$ cat src/rtl/sit_pkg.sv
// shared types, constants and helpers for the sorted interval table
`timescale 1ns / 1ps
package sit_pkg;

  localparam int FRAME_BITS          = 32;
  localparam int TAG_BITS            = 16;
  localparam int END_BITS            = FRAME_BITS + 1;
  localparam int DEFAULT_TABLE_DEPTH = 64;
  localparam int MAX_RESULTS         = 64;
  localparam int RM_BITS             = $clog2(MAX_RESULTS + 1);

  typedef logic [FRAME_BITS-1:0] frame_t;
  typedef logic [END_BITS-1:0]   end_t;
  typedef logic [TAG_BITS-1:0]   tag_t;

  typedef enum logic [2:0] {
    ACT_INSERT     = 3'd0,
    ACT_OVERWRITE  = 3'd1,
    ACT_REMOVE     = 3'd2,
    ACT_LOOKUP     = 3'd3,
    ACT_FIND_FREE  = 3'd4,
    ACT_NEXT_START = 3'd5
  } action_e;

  typedef enum logic [2:0] {
    ST_OK      = 3'd0,
    ST_OVERLAP = 3'd1,
    ST_EMPTY   = 3'd2,
    ST_FULL    = 3'd3,
    ST_NONE    = 3'd4
  } status_e;

  typedef enum logic [1:0] {
    S_IDLE,
    S_SCAN,
    S_FINISH
  } state_e;

  typedef enum logic [2:0] {
    M_INSERT,
    M_TRIM,
    M_REMOVE,
    M_LOOKUP,
    M_FREE,
    M_NEXT
  } mode_e;

  // start is one bit wider: a front cut can push it past the frame range
  typedef struct packed {
    end_t   start;
    frame_t length;
    frame_t offset;
    tag_t   tag;
  } entry_t;

  typedef struct packed {
    status_e status;
    end_t    frame_value;
    frame_t  found_length;
    frame_t  found_offset;
    tag_t    found_tag;
    logic    last;
  } result_t;

  // running state of one pass over the table
  typedef struct packed {
    logic               decided;
    status_e            status;
    end_t               prev_end;
    logic [RM_BITS-1:0] rm_cnt;
    logic               hit_valid;
    entry_t             hit;
    end_t               cur;
    logic               done;
  } scan_t;

  typedef struct packed {
    mode_e  mode;
    frame_t req_start;
    frame_t req_len;
    frame_t req_off;
    tag_t   req_tag;
    entry_t x;
    logic   x_valid;
    logic   last_cycle;
    logic   table_full;
    logic   out_free;
    scan_t  scan;
  } head_in_t;

  typedef struct packed {
    scan_t   scan;
    logic    w0_en;
    entry_t  w0;
    logic    w1_en;
    entry_t  w1;
    logic    stall;
    logic    emit;
    result_t res;
  } head_out_t;

  typedef struct packed {
    logic shift;
    logic w0_hit;
    logic w1_hit;
  } cell_ctl_t;

  function automatic result_t entry_result(entry_t e, logic last);
    result_t r;
    r.status       = ST_OK;
    r.frame_value  = e.start;
    r.found_length = e.length;
    r.found_offset = e.offset;
    r.found_tag    = e.tag;
    r.last         = last;
    return r;
  endfunction

  function automatic result_t status_result(status_e st, end_t fv);
    result_t r;
    r              = '0;
    r.status       = st;
    r.frame_value  = fv;
    r.last         = 1'b1;
    return r;
  endfunction

endpackage

$ cat src/rtl/sit_head.sv
// head unit: processes the entry leaving cell 0 for the running action
`timescale 1ns / 1ps
module sit_head
  import sit_pkg::*;
(
  input  head_in_t  hi,
  output head_out_t ho
);

  end_t   s_ext;
  end_t   req_end;
  end_t   x_end;
  end_t   cut;
  entry_t new_e;
  entry_t mod_e;
  logic   contained;
  logic   ovl;
  scan_t  sc;

  always_comb begin
    s_ext   = {1'b0, hi.req_start};
    req_end = s_ext + {1'b0, hi.req_len};
    x_end   = hi.x.start + {1'b0, hi.x.length};
    new_e   = '{start: s_ext, length: hi.req_len, offset: hi.req_off, tag: hi.req_tag};
    contained = hi.x_valid && (hi.x.start >= s_ext) && (x_end <= req_end) &&
                (hi.scan.rm_cnt < RM_BITS'(MAX_RESULTS));
    sc    = hi.scan;
    mod_e = hi.x;
    cut   = '0;
    ovl   = 1'b0;
    ho    = '0;
    ho.w0_en = hi.x_valid;
    ho.w0    = hi.x;

    case (hi.mode)
      M_INSERT: begin
        if (hi.x_valid && !sc.decided && hi.x.start >= s_ext) begin
          ovl        = (hi.x.start < req_end) || (sc.prev_end > s_ext);
          sc.decided = 1'b1;
          sc.status  = ovl ? ST_OVERLAP : (hi.table_full ? ST_FULL : ST_OK);
          if (sc.status == ST_OK) begin
            ho.w0    = new_e;
            ho.w1_en = 1'b1;
            ho.w1    = hi.x;
          end
        end else if (hi.x_valid && hi.x.start < s_ext) begin
          sc.prev_end = x_end;
        end
        // nothing starts at or after the new entry: append at the tail
        if (hi.last_cycle && !sc.decided) begin
          sc.decided = 1'b1;
          sc.status  = (sc.prev_end > s_ext) ? ST_OVERLAP :
                       (hi.table_full ? ST_FULL : ST_OK);
          if (sc.status == ST_OK) begin
            if (ho.w0_en) begin
              ho.w1_en = 1'b1;
              ho.w1    = new_e;
            end else begin
              ho.w0_en = 1'b1;
              ho.w0    = new_e;
            end
          end
        end
      end
      M_TRIM: begin
        if (contained) begin
          ho.w0_en  = 1'b0;
          sc.rm_cnt = sc.rm_cnt + 1'b1;
        end else if (hi.x.start < req_end && s_ext < x_end) begin
          if (hi.x.start < s_ext) begin
            mod_e.length = FRAME_BITS'(s_ext - hi.x.start);
          end else if (x_end > req_end) begin
            cut          = req_end - hi.x.start;
            mod_e.start  = req_end;
            mod_e.length = hi.x.length - cut[FRAME_BITS-1:0];
            mod_e.offset = hi.x.offset + cut[FRAME_BITS-1:0];
          end
          ho.w0 = mod_e;
        end
      end
      M_REMOVE: begin
        if (contained) begin
          if (sc.hit_valid && !hi.out_free) begin
            ho.stall = 1'b1;
          end else begin
            ho.w0_en = 1'b0;
            if (sc.hit_valid) begin
              ho.emit = 1'b1;
              ho.res  = entry_result(sc.hit, 1'b0);
            end
            sc.hit       = hi.x;
            sc.hit_valid = 1'b1;
            sc.rm_cnt    = sc.rm_cnt + 1'b1;
          end
        end
      end
      M_LOOKUP: begin
        if (hi.x_valid && !sc.hit_valid && hi.x.start <= s_ext && s_ext < x_end) begin
          sc.hit       = hi.x;
          sc.hit_valid = 1'b1;
        end
      end
      M_NEXT: begin
        if (hi.x_valid && !sc.hit_valid && hi.x.start >= s_ext) begin
          sc.hit       = hi.x;
          sc.hit_valid = 1'b1;
        end
      end
      M_FREE: begin
        if (hi.x_valid && !sc.done && x_end > sc.cur) begin
          if ({1'b0, hi.x.start} >= ({1'b0, sc.cur} + {2'b00, hi.req_len})) begin
            sc.done = 1'b1;
          end else begin
            sc.cur = x_end;
          end
        end
      end
      default: begin
      end
    endcase
    ho.scan = sc;
  end

endmodule
$ cat config.mk
export PLATFORM = sky130hd
export DESIGN_NAME = sit_head
export DESIGN_NICKNAME = d
export VERILOG_FILES = /design/src/rtl/sit_pkg.sv /design/src/rtl/sit_head.sv
export SDC_FILE = /design/constraint.sdc
export NUM_CORES = 2
export LEC_CHECK = 0
export BUFFER_PORTS_ARGS = -buffer_cell sky130_fd_sc_hd__buf_2
export CAP_MARGIN = 40
export CORE_AREA = 2 2 379 381
export DETAILED_ROUTE_END_ITERATION = 8
export DIE_AREA = 0 0 381 383
export PLACE_DENSITY = 0.47
export SYNTH_ARGS = -nofsm -noshare
export SYNTH_HDL_FRONTEND = slang
export SYNTH_SLANG_ARGS = --single-unit
$ cat constraint.sdc
create_clock -name vclk -period 18
set_input_delay 3.6 -clock vclk [all_inputs]
set_output_delay 3.6 -clock vclk [all_outputs]
set_load 0.02 [all_outputs]
==> impl_metrics.env <==
export IMPL_drv_cap=0
export IMPL_grt_pass1_wl_mm=243
export IMPL_cts_setup_buffers=0
export IMPL_post_cts_resized=0
export IMPL_grt_most_used_layer="met2"
export IMPL_yosys_warnings=0
export IMPL_initialDrtViolationCount=2499
export IMPL_postLayoutCellArea_sq_um=31400
export IMPL_synth_top_cell_area_share_pct=24.8
export IMPL_cp_arrival_ns=12.24
export IMPL_fin_tns_setup_ns=0
export IMPL_slew_violations=0
export IMPL_syn2layout_area_growth_pct=29.5
export IMPL_track_usage_pct=23.7
export IMPL_drive_gt1_share_pct=28.4
export IMPL_timing_final_crit_share_pct=88.0
export IMPL_die_area_sq_um=146000
export IMPL_initial_core_util_pct=17.0
export IMPL_die_h_microns=383
export IMPL_globalplace_congestion=0.949
export IMPL_drc_errors=0
export IMPL_required_ns=14.40
export IMPL_post_dp_hpwl_mm=161
export IMPL_use_met3_pct=4.30
export IMPL_num_clock_buffers=0
export IMPL_synth_distinct_cells=93
export IMPL_placed_area_sq_um=31300
export IMPL_ff_latch_area_sq_um=0
export IMPL_fill_cells=16300
export IMPL_antenna_found_initial=78
export IMPL_hold_violations=0
export IMPL_layout_nets=5168
export IMPL_crit_fanout=113
export IMPL_syn_avg_cell_area_sq_um=7.14
export IMPL_fin_crit_ns=15.84
export IMPL_powerDensity_nw_per_um2=65.7
export IMPL_vias_per_cell=5.05
export IMPL_avgRoutedWirePerCell_microns=29.8
export IMPL_ant_nets=0
export IMPL_drt_total_wl_mm=184
export IMPL_synth_cells=3392
export IMPL_rsz0062_at_grt="no"
export IMPL_finalSetupViolCount=0
export IMPL_hold_path_class="in -> out"
export IMPL_holdBufCountCts=0
export IMPL_rows=139
export IMPL_grt_use_met1_pct=29.5
export IMPL_grtUsageMet2_pct=40.8
export IMPL_drt_pass1_iter_count=5
export IMPL_syn_area_sq_um=24200
export IMPL_end_kind="output pin"
export IMPL_path_class="in -> out"
export IMPL_seq_area_frac_synth_pct=0
export IMPL_core_area_sq_um=142000
export IMPL_slew_limit_headroom_pct=39.7
export IMPL_status="finished clean"
export IMPL_ios=963
export IMPL_seq_cell_count=0
export IMPL_worst_slew_pin_slew_ns=0.898
export IMPL_max_freq_mhz=63.1
export IMPL_grt_pass1_vias=29900
export IMPL_global_route_overflow_total=0
export IMPL_ir_worst_vdd_v=0.0000255
export IMPL_grt_max_degree=114
export IMPL_instances_no_fill=6177
export IMPL_dp_cells=6158
export IMPL_portBuffers=959
export IMPL_ys_top_cells_by_area="ha_1 25%, mux2_2 7.6%, a21oi_1 5.9%"
export IMPL_yosys_area_top_type="ha_1"
export IMPL_startpoint_type="primary input"
export IMPL_vias=31200
export IMPL_p_leak_nw=15.5
export IMPL_die_w_microns=381
[power breakdown]
part / leakage, nW / total, W / internal (W) / switching [W]
sequential: 0 / 0 / 0 / 0
combinational: 15.5 / 0.00206 / 0.000757 / 0.00131
clock: 0.000120 / 0.0000000000340 / 0.0000000000338 / 0
[metal layers]
layer,part of all wire (%),vias to the layer above
met5,0.20,-
li1,-,14300
met4,4.2,62
met2,47,1330
met1,42,15200
met3,6.4,291
[stage by stage]
step	total power [W]	hold WS, ns	utilization (%)	worst slack [ns]
2_1_floorplan	0.00134	7.33	-	3.90
3_3_place_gp	0.00203	7.53	21.9	2.12
3_5_place_dp	0.00204	7.53	22.0	2.21
4_1_cts	0.00205	7.53	22.0	2.19
5_1_grt	0.00224	7.55	22.0	1.53
6_report	0.00206	7.53	22.0	2.16
[cells by family (layout without fill, tap and decap cells)]
group / Yosys count / in the layout / share of synthesized area, %
compound gates: 1132 / 1132 / 31.4
mux: 212 / 212 / 9.68
other cells: 1 / 23 / 0.0155
xor+xnor: 201 / 201 / 7.27
fa+ha+maj: 487 / 487 / 25.4
buf+inv: 413 / 1273 / 6.89
simple gates: 946 / 946 / 19.4
[path summary, 6_finish.rpt]
kind / from / end / slack, ns / depth (start not counted)
worst min-delay path: hi[71] / ho[38] / 7.53 / 3
worst max-delay path: hi[277] / ho[425] / 2.16 / 26
[synth_stat cells, types with 8 or more instances]
cell / n
clkbuf_1: 91
mux2i_1: 34
o21ai_0: 190
a211o_1: 13
nand2_1: 207
a21o_1: 145
nor4_1: 8
a2111oi_0: 9
xor2_1: 86
nand3_1: 58
o211ai_1: 22
mux2_1: 14
a221o_1: 43
or2_2: 12
ha_1: 480
mux2_2: 164
inv_1: 267
o22ai_1: 18
a21oi_1: 285
a22o_1: 10
nor2b_1: 37
o221ai_1: 12
nand3b_1: 9
o31ai_1: 14
xnor2_1: 115
nand2b_1: 39
nor2_1: 279
buf_2: 34
a22oi_1: 157
or3_1: 14
a31oi_1: 17
a211oi_1: 38
and2_1: 125
and3_1: 26
o21a_1: 34
nand4_1: 54
and4_1: 15
nor3_1: 41
o21bai_1: 33
[placed cells by master, fill, tap and decap left out, drive strengths merged, types with 14 or more instances in the layout]
master	n
mux2i	34
xor2	86
ha	480
nand4	54
xnor2	115
a31oi	18
nor2b	37
nor3	41
or3	14
nand2b	39
o21ai	196
o31ai	15
a221o	43
and3	26
o211ai	22
diode	19
inv	267
buf	1003
and4	15
and2	126
o21a	34
a21o	145
nand2	207
a22oi	157
mux2	178
nor2	280
o22ai	18
a21oi	288
o21bai	33
nand3	58
a211oi	38
[layout make-up]
type	count	area [sq um]	share of cell area, %
antenna	19	47.5	0.152
multi-input combinational	2982	22600	72.2
timing repair buffer	1005	5280	16.8
tap	1903	2380	7.59
inverter	268	1010	3.21
[critical path: stages]
cell and delay, ns:
buf_2 0.23, ha_1 0.29, a211oi_1 0.46, o211ai_1 0.22
a31oi_1 0.44, o22ai_1 0.31, a2111oi_1 0.76, o31ai_1 0.31
a21o_1 0.26, o22ai_1 0.16, xor2_1 0.41, inv_1 0.14
ha_1 0.34, nand4_1 0.20, nor4_1 0.61, nand2_1 0.18
or4_4 0.59, o31ai_4 0.19, o211a_1 0.30, nand2b_1 0.14
nor4_2 0.30, a22oi_1 0.19, a41oi_4 0.23, buf_12 0.60
mux2_2 0.45, buf_2 0.17
Power figures use the tool's default switching activity.
