`src/rtl/sit_pkg.sv`:
```
// shared types, constants and helpers for the sorted interval table
`timescale 1ns / 1ps
package sit_pkg;

  localparam int FRAME_BITS          = 32;
  localparam int TAG_BITS            = 16;
  localparam int END_BITS            = FRAME_BITS + 1;
  localparam int DEFAULT_TABLE_DEPTH = 64;
  localparam int MAX_RESULTS         = 64;
  localparam int RM_BITS             = $clog2(MAX_RESULTS + 1);

  typedef logic [FRAME_BITS-1:0] frame_t;
  typedef logic [END_BITS-1:0]   end_t;
  typedef logic [TAG_BITS-1:0]   tag_t;

  typedef enum logic [2:0] {
    ACT_INSERT     = 3'd0,
    ACT_OVERWRITE  = 3'd1,
    ACT_REMOVE     = 3'd2,
    ACT_LOOKUP     = 3'd3,
    ACT_FIND_FREE  = 3'd4,
    ACT_NEXT_START = 3'd5
  } action_e;

  typedef enum logic [2:0] {
    ST_OK      = 3'd0,
    ST_OVERLAP = 3'd1,
    ST_EMPTY   = 3'd2,
    ST_FULL    = 3'd3,
    ST_NONE    = 3'd4
  } status_e;

  typedef enum logic [1:0] {
    S_IDLE,
    S_SCAN,
    S_FINISH
  } state_e;

  typedef enum logic [2:0] {
    M_INSERT,
    M_TRIM,
    M_REMOVE,
    M_LOOKUP,
    M_FREE,
    M_NEXT
  } mode_e;

  // start is one bit wider: a front cut can push it past the frame range
  typedef struct packed {
    end_t   start;
    frame_t length;
    frame_t offset;
    tag_t   tag;
  } entry_t;

  typedef struct packed {
    status_e status;
    end_t    frame_value;
    frame_t  found_length;
    frame_t  found_offset;
    tag_t    found_tag;
    logic    last;
  } result_t;

  // running state of one pass over the table
  typedef struct packed {
    logic               decided;
    status_e            status;
    end_t               prev_end;
    logic [RM_BITS-1:0] rm_cnt;
    logic               hit_valid;
    entry_t             hit;
    end_t               cur;
    logic               done;
  } scan_t;

  typedef struct packed {
    mode_e  mode;
    frame_t req_start;
    frame_t req_len;
    frame_t req_off;
    tag_t   req_tag;
    entry_t x;
    logic   x_valid;
    logic   last_cycle;
    logic   table_full;
    logic   out_free;
    scan_t  scan;
  } head_in_t;

  typedef struct packed {
    scan_t   scan;
    logic    w0_en;
    entry_t  w0;
    logic    w1_en;
    entry_t  w1;
    logic    stall;
    logic    emit;
    result_t res;
  } head_out_t;

  typedef struct packed {
    logic shift;
    logic w0_hit;
    logic w1_hit;
  } cell_ctl_t;

  function automatic result_t entry_result(entry_t e, logic last);
    result_t r;
    r.status       = ST_OK;
    r.frame_value  = e.start;
    r.found_length = e.length;
    r.found_offset = e.offset;
    r.found_tag    = e.tag;
    r.last         = last;
    return r;
  endfunction

  function automatic result_t status_result(status_e st, end_t fv);
    result_t r;
    r              = '0;
    r.status       = st;
    r.frame_value  = fv;
    r.last         = 1'b1;
    return r;
  endfunction

endpackage

```
`src/rtl/sit_cell.sv`:
```
// one table cell: holds an entry, shifts from its right neighbor or takes a write
`timescale 1ns / 1ps
module sit_cell
  import sit_pkg::*;
(
  input  logic      clk,
  input  cell_ctl_t ctl,
  input  entry_t    shift_in,
  input  entry_t    w0_data,
  input  entry_t    w1_data,
  output entry_t    q
);

  entry_t q_r;

  always_ff @(posedge clk) begin
    if (ctl.w0_hit) begin
      q_r <= w0_data;
    end else if (ctl.w1_hit) begin
      q_r <= w1_data;
    end else if (ctl.shift) begin
      q_r <= shift_in;
    end
  end

  assign q = q_r;

endmodule

```
`config.mk`:
```
export PLATFORM = sky130hd
export DESIGN_NAME = sit_cell
export DESIGN_NICKNAME = d
export VERILOG_FILES = /design/src/rtl/sit_pkg.sv /design/src/rtl/sit_cell.sv
export SDC_FILE = /design/constraint.sdc
export NUM_CORES = 1
export LEC_CHECK = 0
export BUFFER_PORTS_ARGS = -buffer_cell sky130_fd_sc_hd__buf_2
export CORE_AREA = 2 2 180 182
export CTS_CLUSTER_DIAMETER = 40
export DETAILED_ROUTE_END_ITERATION = 6
export DIE_AREA = 0 0 182 184
export PLACE_DENSITY = 0.42
export RECOVER_POWER = 100
export SYNTH_ARGS = -nofsm -noshare
export SYNTH_HDL_FRONTEND = slang
export SYNTH_SLANG_ARGS = --single-unit
```
`constraint.sdc`:
```
create_clock -name clk -period 4.8 [get_ports clk]
set_clock_uncertainty 0.05 [all_clocks]
set_input_delay 1.44 -clock clk [delete_from_list [all_inputs] [get_ports clk]]
set_output_delay 1.44 -clock clk [all_outputs]
set_load 0.1 [all_outputs]
```
==> metrics.md, run 1 <==
| Metric | Value |
|---|---|
| HP Class | `in2reg` |
| Relative slew slack | `-31.47%` |
| Period utilisation layout | `74.88%` |
| DRT iter0 DRCs | `168` |
| VDD IR max | `0.0001955 V` |
| RSZ-0062 raised after global routing | `false` |
| Yosys top cell area share | `58.25%` |
| Gate Count Post-Synth | `491` |
| Post-route DRC violation count | `0` |
| Status | `finished with violations` |
| Area delta synth->final | `51.57%` |
| # hold bufs at CTS | `0` |
| Ant. Diodes | `0` |
| Fmax | `278.2 MHz` |
| Post-route ant nets | `0` |
| Vias in the first global route | `5,201` |
| Tightest Pin Transition | `1.972 ns` |
| Sequential fraction of the synthesis area | `58.25%` |
| Switch share | `40.07%` |
| Clock root cell | `clkbuf_16` |
| Clock share of power | `34.6%` |
| DR WL/cell | `15.44 µm` |
| Maxcap violations | `3` |
| CP Capture Type | `register` |
| Post-CTS Setup Inserts | `0` |
| First-pass GRT wire length | `29,630 µm` |
| Inst Count DP | `1,317` |
| Clock Sink Count | `113` |
| Arrival @ worst endpoint | `3.63 ns` |
| Post-Route Setup TNS | `0 ns` |
| Vias | `5,338` |
| Flop pwr share | `32.6%` |
| RePlAce Congestion | `0.8001` |
| Worst path cell trace | `buf_6 -> clkbuf_2 -> mux2i_1 -> o21ai_0` |
| Failing checks | `max-capacitance violations, max-slew violations` |
| Cell area after synthesis | `5826 µm²` |
| TritonCTS clock tree | `done` |
| Final WL | `20,820 µm` |
| FF+latch count, synth | `113` |
| Total Power | `3.831 mW` |
| Worst-path clk slew | `0.06 ns` |
| CTS buffer count | `17` |
| Net count, final | `1,277` |
| Net Switching | `1.535 mW` |
| Final setup fails | `0` |
| Finished Layout Cells | `1,348` |
| Detailed Place HPWL | `16,320 µm` |
| Critical path class | `in2reg` |
| Critical Path Fanout Max | `59` |
| Ys Warns | `0` |
| Chip width | `182 µm` |
| Via density | `3.960` |
| Post-Syn Nets | `834` |
| Synth unique cells | `12` |
| Initial antenna violation count | `0` |
| Hold Violations, Final | `0` |
| Power per cell area | `433.9 nW/µm²` |
| Slowest CP cell | `clkbuf_2` |
| Initial Utilization | `18.56%` |
| DR pass1 iterations | `4` |
| Layout cells sized above 1 | `39.53%` |
| P_int | `2.296 mW` |
| Largest cells by area after synthesis | `edfxtp_1 58%, mux2i_1 19%, nand2_1 7.3%` |
| Final Slew Violations | `182` |
| Chip height | `184 µm` |
| Max incr delay on CP | `1.42 ns` |
| CP Data Required Time | `4.83 ns` |
| Synth Area per Inst | `11.86 µm²` |
| Commonest cells after routing, fill and taps aside | `340 x buf_2, 117 x clkbuf_1, 113 x mux2i_1, 113 x nand2_1, 113 x edfxtp_1` |
| Synth area leader | `edfxtp_1` |
| Max reg flops | `113` |
| CTS-repair resized insts | `0` |
| Leakage power | `4.065 nW` |
| Port bufs | `455` |
| Crit path time final | `3.594 ns` |
| Critical path launch point type | `primary input` |
| GRT overflow | `0` |
| IO Pins | `456` |
| Combinational share of power | `32.8%` |
| Total GRT Usage | `11.82%` |
| Largest net degree at the start of global routing | `129` |
| Commonest non-fill, non-tap cell in the layout | `buf_2` |
| Clock Path Buffers | `2` |
| Core Rows | `65` |
| Core Footprint | `31,390 µm²` |
| CTS H-tree lvls | `4` |
| Die area | `33,490 µm²` |
[power by group through the flow]
stage          Clock [mW]  Combinational, mW  Sequential [mW]
2_1_floorplan           0              0.177             2.10
3_3_place_gp            0               1.31             1.26
3_5_place_dp            0               1.31             1.27
4_1_cts              1.37               1.31             1.25
5_1_grt              1.41               1.31             1.26
6_report             1.33               1.26             1.25
[cell usage after synthesis]
| library cell | instances |
|---|---|
| edfxtp_1 | 113 |
| buf_2 | 6 |
| o21ai_0 | 53 |
| buf_12 | 7 |
| o21ai_1 | 60 |
| mux2i_1 | 113 |
| nand2_1 | 113 |
| buf_1 | 1 |
| or3_1 | 1 |
| buf_4 | 1 |
| clkbuf_1 | 18 |
| buf_6 | 5 |
[critical path: cells and delay by family]
family,cells,cell delay [ns]
AOI/OAI and AO/OA,1,0.14
buffers and inverters,2,1.62
muxes,1,0.33
[routing by layer]
metal  GRT usage [%]  part of all wire [%]  up-vias  wire length (µm)
met3           4.120                   9.1       10              1899
met4           3.516                   1.2        0               250
met1           12.48                    38     2376              7847
met2           22.08                    52      269             10820
met5               0                     0        -                 0
li1                -                     -     2683                 -
[cell type report]
class / instances / area, µm²
flip-flops and latches: 113 / 3393
multi-input cells: 340 / 2127
fillers: 3409 / 22560
repair buffers: 462 / 2207
clock buffers: 19 / 432.9
clock inverters: 12 / 166.4
well taps: 402 / 503.0
[cell families after synthesis]
family | share of synthesized area [%]
flip-flops | 58.25
AND/OR/NAND/NOR | 7.388
buffers and inverters | 5.240
AO/OA/AOI/OAI | 9.708
multiplexers | 19.42
[path summary, 6_finish.rpt]
| path | start | end | slack, ns | depth (start not counted) |
|---|---|---|---|---|
| setup / recovery | ctl[0] | q[74] | 1.21 | 4 |
| hold / removal | w0_data[58] | q[58] | 1.26 | 3 |
[stage by stage]
step / hold WS (ns) / util (%) / setup slack (ns) / instance area (µm²)
floorplan: 1.581 / - / 0.03976 / 5826
global placement: 1.667 / 26.78 / 1.812 / 8408
detailed placement: 1.672 / 26.78 / 1.783 / 8408
CTS: 1.234 / 28.69 / 2.026 / 9007
global route: 1.251 / 28.13 / 1.023 / 8830
finish: 1.259 / 28.13 / 1.206 / 8830
Note: power is estimated with default switching activity, not from simulation.
==> run 2: changes to the inputs <==
Settings changed: CORE_AREA 2 2 180 182 to 2 2 176 178, DIE_AREA 0 0 182 184 to 0 0 178 180.
Clock period 4.8 ns to 3.35 ns, I/O delays scaled along.
==> run 2 against run 1 <==
Compared with the run above: the flow now finishes without violations; largest power group is now combinational cells; via count grew 0.58%; largest cell class unchanged; utilization grew 1.2 points; combinational power grew 43%; final cell count shrank 0.15%; highest routed layer unchanged.
==> metrics.md, run 2 (same netlist as run 1, synthesis figures left out) <==
| Metric | Value |
|---|---|
| Status | `completed` |
| Hold endpoint | `q[12]` |
| Initial antenna violation count | `1 (+1)` |
| Layout cells sized above 1 | `39.94% (+0.40 points)` |
| VDD IR max | `0.0003089 V (+58%)` |
| Flop pwr share | `33.6% (+1.0 points)` |
| Hold Path Origin | `w0_data[12]` |
| Switch share | `41.22% (+1.1 points)` |
| Commonest cells after routing, fill and taps aside | `340 x buf_2, 115 x clkbuf_1, 113 x mux2i_1, 113 x nand2_1, 113 x edfxtp_1` |
| Die area | `32,040 µm² (-4.3%)` |
| Largest net degree at the start of global routing | `114 (-12%)` |
| P_int | `3.138 mW (+37%)` |
| Crit-path leading delay family | `buffers and inverters` |
| Slowest CP cell | `clkbuf_1` |
| Core Rows | `64 (-1.5%)` |
| WHS Path Cells | `3 (unchanged)` |
| Crit path time final | `2.761 ns` |
| Post-route DRC violation count | `0 (unchanged)` |
| Finished Cell Area | `8843 µm² (+0.16%)` |
| Total GRT Usage | `12.77% (+0.95 points)` |
| Clock Path Buffers | `2 (unchanged)` |
| Vias | `5,369 (+0.58%)` |
| CTS buffer count | `17 (unchanged)` |
| Post-CTS Setup Inserts | `0 (unchanged)` |
| Net count, final | `1,279 (+0.16%)` |
| CP bufs+invs | `1 (-1)` |
| Critical Path Fanout Max | `1 (-98%)` |
| Worst-path clk slew | `0.06 ns (about the same)` |
| GRT overflow | `0 (unchanged)` |
| Clock Sink Count | `113 (unchanged)` |
| Combinational share of power | `33.7% (+0.9 points)` |
| HP Class | `in2reg` |
| RSZ-0062 raised after global routing | `false` |
| Area of placed instances | `8441 µm² (+0.39%)` |
| Initial Utilization | `19.30% (+0.74 points)` |
| Relative slew slack | `12.37% (+44 points)` |
| Maxcap violations | `0 (-3)` |
| Final WL | `21,290 µm (+2.3%)` |
| Arrival @ worst endpoint | `1.71 ns (-1.92 ns)` |
| Commonest non-fill, non-tap cell in the layout | `buf_2` |
| IO Pins | `456 (unchanged)` |
| DP Worst Slack | `0.8112 ns (-0.9721 ns)` |
| TritonCTS clock tree | `done` |
| Post-route ant nets | `0 (unchanged)` |
| Leakage power | `4.078 nW (+0.32%)` |
| DRT iter0 DRCs | `176 (+4.8%)` |
| Post-Route Setup TNS | `0 ns (unchanged)` |
| Setup WS post-layout | `0.5885 ns (-0.6173 ns)` |
| Max incr delay on CP | `0.88 ns (-0.54 ns)` |
| Critical path launch point type | `register` |
| DR WL/cell | `15.82 µm (+2.4%)` |
| Critical path class | `reg2out` |
| Clock root cell | `clkbuf_16` |
| CTS H-tree lvls | `4 (unchanged)` |
| DR pass1 iterations | `4 (unchanged)` |
| Power per cell area | `603.7 nW/µm² (+39%)` |
| Detailed Place HPWL | `16,510 µm (+1.2%)` |
| Tightest Pin Transition | `1.314 ns (-0.6576 ns)` |
| Max reg flops | `113 (unchanged)` |
| CP Data Required Time | `2.29 ns (-2.54 ns)` |
| Vias in the first global route | `5,401 (+3.8%)` |
| RePlAce Congestion | `0.7858 (-1.8%)` |
| Core Footprint | `30,190 µm² (-3.8%)` |
| Net Switching | `2.200 mW (+43%)` |
| Fmax | `362.1 MHz` |
| Final Slew Violations | `0 (-100%)` |
| Period utilisation layout | `82.43%` |
| Fill cells | `3,294 (-3.4%)` |
| Via density | `3.989 (+0.73%)` |
| # hold bufs at CTS | `0 (unchanged)` |
| Total Power | `5.339 mW (+39%)` |
| CP Capture Type | `output pin` |
| Clock share of power | `32.8% (-1.8 points)` |
| Hold Violations, Final | `0 (unchanged)` |
| CTS-repair resized insts | `0 (unchanged)` |
| Final setup fails | `0 (unchanged)` |
| Worst path cell trace | `clkbuf_1` |
| First-pass GRT wire length | `30,740 µm (+3.7%)` |
| Port bufs | `455 (unchanged)` |
| Area delta synth->final | `51.80%` |
| Chip width | `178 µm (-2.2%)` |
| Chip height | `180 µm (-2.2%)` |
run 2: cell types whose count changed in the layout (fill, tap and decap cells not counted), sizes merged:
cell / change
buf: +6
bufinv: -2
clkbuf: -4
clkinv: +2
clkinvlp: +1
diode: +1
run 2: through the flow:
stage / utilization (%) / instances / hold slack (ns)
5_1_grt: 29.29 / 1346 / 0.8051
2_1_floorplan: - / 491 / 1.146
6_report: 29.29 / 1346 / 0.8263
3_3_place_gp: 27.96 / 1313 / 1.233
3_5_place_dp: 27.96 / 1313 / 1.236
4_1_cts: 29.79 / 1345 / 0.7991
run 2: power groups by stage:
stage	clock (mW)	sequential [mW]	combinational (mW)
floorplan	0	3.01	0.254
global placement	0	1.81	1.88
detailed placement	0	1.82	1.87
CTS	1.83	1.79	1.87
global route	1.88	1.81	1.88
finish	1.75	1.79	1.80
run 2: metal layers:
layer | vias to the layer above | routed length, µm | track usage [%]
met5 | - | 0 | 0
met4 | 0 | 249 | 3.967
met3 | 14 | 1997 | 4.251
met2 | 275 | 10540 | 22.42
met1 | 2393 | 8503 | 14.49
li1 | 2687 | - | -
run 2: worst max path at each step:
| stage | from | endpoint | slack (ns) | cells past startpoint |
|---|---|---|---|---|
| CTS | q[59] | q[59] | 0.99 | 1 |
| floorplan | ctl[1] | q[0] | 0.17 | 3 |
| detailed placement | ctl[0] | q[82] | 0.81 | 4 |
| global route | ctl[0] | q[90] | 0.49 | 4 |
| finish | q[59] | q[59] | 0.59 | 1 |
| global placement | ctl[0] | q[93] | 0.86 | 4 |
run 2: area by class of cell:
type                    instances  area [µm²]  share of cell area (%)
diodes                          1       2.502                 0.02830
multi-input cells             340        2127                   24.05
repair buffers                464        2272                   25.69
well taps                     396       495.5                   5.603
clock inverters                13       120.1                   1.358
flip-flops and latches        113        3393                   38.37
clock buffers                  19       432.9                   4.895
==> run 3: changes to the inputs <==
Settings changed: ABC_AREA from default to 1, CORE_AREA 2 2 176 178 to 2 2 178 180, DIE_AREA 0 0 178 180 to 0 0 180 182, PLACE_DENSITY 0.42 to 0.45.
Clock period 3.35 ns to 2.65 ns, I/O delays scaled along.
==> run 3 against run 2 <==
Compared with the run above: utilization up 3.0 points; global-route usage up 2.6 points; via count rose by 35%; critical path type is now in2reg; largest power group unchanged.
==> metrics.md, run 3 <==
| Metric | Value |
|---|---|
| Status | `completed` |
| Post-synthesis adder-cell area fraction | `0% (unchanged)` |
| FF+latch count, synth | `113 (unchanged)` |
| Largest family of logic cells by synthesized area | `simple AND/OR/NAND/NOR gates` |
| Async set or reset register ratio after synthesis | `0% (unchanged)` |
| Chip width | `180 µm (+1.1%)` |
| Port bufs | `455 (unchanged)` |
| Hold Violations, Final | `0 (unchanged)` |
| Synth Area per Inst | `7.143 µm² (-40%)` |
| TritonCTS clock tree | `done` |
| Slowest CP cell | `nand2_1` |
| Clock share of power | `30.9% (-1.9 points)` |
| Post-route DRC violation count | `0 (unchanged)` |
| Vias in the first global route | `7,030 (+30%)` |
| CTS-repair resized insts | `0 (unchanged)` |
| Worst path cell trace | `buf_4 -> nor2_1 -> nand2_1 -> buf_12` |
| Clock root cell | `clkbuf_16` |
| Clock Path Buffers | `2 (unchanged)` |
| Largest net degree at the start of global routing | `114 (unchanged)` |
| Min Hold Slack | `0.6111 ns (-0.2152 ns)` |
| Period utilisation layout | `85.74%` |
| CTS buffer count | `17 (unchanged)` |
| Initial antenna violation count | `1 (unchanged)` |
| Max incr delay on CP | `0.86 ns (-0.02 ns)` |
| Xor and xnor area share after synthesis | `0% (unchanged)` |
| Leakage power | `6.021 nW (+48%)` |
| Tightest Pin Transition | `1.267 ns (-0.04769 ns)` |
| CTS H-tree lvls | `4 (unchanged)` |
| Post-synth EDFFs | `113 (unchanged)` |
| Via density | `4.016 (+0.68%)` |
| Sequential fraction of the synthesis area | `49.59% (-8.7 points)` |
| Most instantiated library cell after synthesis | `nand2_1` |
| Commonest non-fill, non-tap cell in the layout | `nand2_1` |
| Critical Path Fanout Max | `30 (+29)` |
| Core Rows | `65 (+1.6%)` |
| Ys Warns | `0 (unchanged)` |
| Chip height | `182 µm (+1.1%)` |
| VDD IR max | `0.0003858 V (+25%)` |
| First-pass GRT wire length | `38,880 µm (+26%)` |
| Power per cell area | `688.1 nW/µm² (+14%)` |
| Net Switching | `2.938 mW (+34%)` |
| Max reg flops | `113 (unchanged)` |
| Synth Area in Compound Gates | `0% (-9.7 points)` |
| Cell area after synthesis | `6843 µm² (+17%)` |
| Maxcap violations | `0 (unchanged)` |
| Post-Route Setup TNS | `0 ns (unchanged)` |
| Worst-path clk slew | `0.05 ns (about the same)` |
| Synth unique cells | `10 (-2)` |
| Switch share | `42.72% (+1.5 points)` |
| Crit path time final | `2.272 ns` |
| Combinational share of power | `36.1% (+2.4 points)` |
| Critical path class | `in2reg` |
| Largest cells by area after synthesis | `edfxtp_1 50%, nand2_1 25%, inv_1 12%` |
| Post-route ant nets | `0 (unchanged)` |
| HP Class | `in2reg` |
| Post-CTS Setup Inserts | `0 (unchanged)` |
| Initial Utilization | `22.08% (+2.8 points)` |
| Total GRT Usage | `15.39% (+2.6 points)` |
| Final Slew Violations | `0 (unchanged)` |
| RePlAce Congestion | `0.8552 (+8.8%)` |
| RSZ-0062 raised after global routing | `false` |
| IO Pins | `456 (unchanged)` |
| Clock Sink Count | `113 (unchanged)` |
| Final setup fails | `0 (unchanged)` |
| Synth area leader | `edfxtp_1` |
| Relative slew slack | `15.55% (+3.2 points)` |
| Fill cells | `3,451 (+4.8%)` |
| Layout cells sized above 1 | `35.35% (-4.6 points)` |
| Ys flop type | `edfxtp_1` |
| Yosys top cell area share | `49.59% (-8.7 points)` |
| Post-synthesis mux area share | `0% (-19 points)` |
| Arrival @ worst endpoint | `2.31 ns (+0.60 ns)` |
| Top cells by count, synth | `453 x nand2_1, 226 x inv_1, 113 x edfxtp_1, 113 x nand3_1, 28 x buf_2` |
| GRT overflow | `0 (unchanged)` |
| Detailed Place HPWL | `19,260 µm (+17%)` |
| DR pass1 iterations | `4 (unchanged)` |
| Area delta synth->final | `46.06%` |
| Fmax | `440.1 MHz` |
| CP Data Required Time | `2.69 ns (+0.40 ns)` |
| P_int | `3.940 mW (+26%)` |
| # hold bufs at CTS | `0 (unchanged)` |
| Critical path launch point type | `primary input` |
| Net count, final | `1,737 (+36%)` |
| Total Power | `6.878 mW (+29%)` |
| Core Footprint | `30,990 µm² (+2.6%)` |
| DR WL/cell | `14.24 µm (-10%)` |
| Die area | `32,760 µm² (+2.2%)` |
| CP Capture Type | `register` |
| Gate Count Post-Synth | `958 (+95%)` |
| DRT iter0 DRCs | `279 (+59%)` |
| Post-Syn Nets | `1,301 (+56%)` |
| Vias | `7,265 (+35%)` |
| Post-Synth Simple-Gate Area | `33.17% (+26 points)` |
| Final WL | `25,760 µm (+21%)` |
| Commonest cells after routing, fill and taps aside | `453 x nand2_1, 340 x buf_2, 226 x inv_1` |
| Flop pwr share | `33.0% (-0.6 points)` |
## run 3: changes by cell type after synthesis, moves of 2 or more
cell / previous run / this run
nand2_1: 113 / 453
inv_1: 0 / 226
mux2i_1: 113 / 0
nand3_1: 0 / 113
o21ai_1: 60 / 0
o21ai_0: 53 / 0
buf_2: 6 / 28
clkbuf_1: 18 / 5
buf_12: 7 / 0
buf_4: 1 / 7
buf_6: 5 / 10
inv_2: 0 / 2
## run 3: power groups by stage
stage               combinational (mW)  sequential, mW  clock, mW
global placement                  2.53            2.30          0
CTS                               2.52            2.27       2.21
global route                      2.62            2.29       2.28
finish                            2.48            2.27       2.13
floorplan                        0.404            3.81          0
detailed placement                2.52            2.30          0
## run 3: logic make-up after synthesis
logic type,after synthesis
AND/OR/NAND/NOR,567
buffers and inverters,278
flip-flops,113
## run 3: final cells by class
cell class / count / area (µm²) / share of cell area, %
Sequential cell: 113 / 3393 / 33.95
Tap cell: 402 / 503.0 / 5.033
Multi-Input combinational cell: 567 / 2270 / 22.71
Clock buffer: 19 / 432.9 / 4.331
Clock inverter: 12 / 95.09 / 0.9514
Antenna cell: 1 / 2.502 / 0.02504
Timing Repair Buffer: 467 / 2437 / 24.39
Inverter: 228 / 860.8 / 8.613
## run 3: stage by stage
stage	cell area, µm²	setup WS, ns	util [%]	cells
detailed placement	9519	0.4953	30.72	1777
CTS	10050	0.5141	32.42	1808
global route	9995	0.2815	32.26	1809
floorplan	6850	0.1078	-	958
global placement	9519	0.4891	30.72	1777
finish	9995	0.3779	32.26	1809
## run 3: metal layers
metal  vias to the layer above  GRT usage, %  wire (µm)
met1                      3190         18.08      10510
met2                       333         26.34      12520
met5                         -             0          0
met4                         0         5.073        522
li1                       3715             -          -
met3                        27         5.215       2215
## run 3: worst paths after layout
check / from / endpoint / slack (ns) / depth (start not counted)
setup / recovery: ctl[0] / q[53] / 0.38 / 4
hold / removal: w0_data[43] / q[43] / 0.61 / 3
## run 3: critical path, delay by kind of cell
| family | cells | cell delay (ns) |
|---|---|---|
| buffers and inverters | 2 | 0.52 |
| AND/OR/NAND/NOR | 2 | 0.94 |
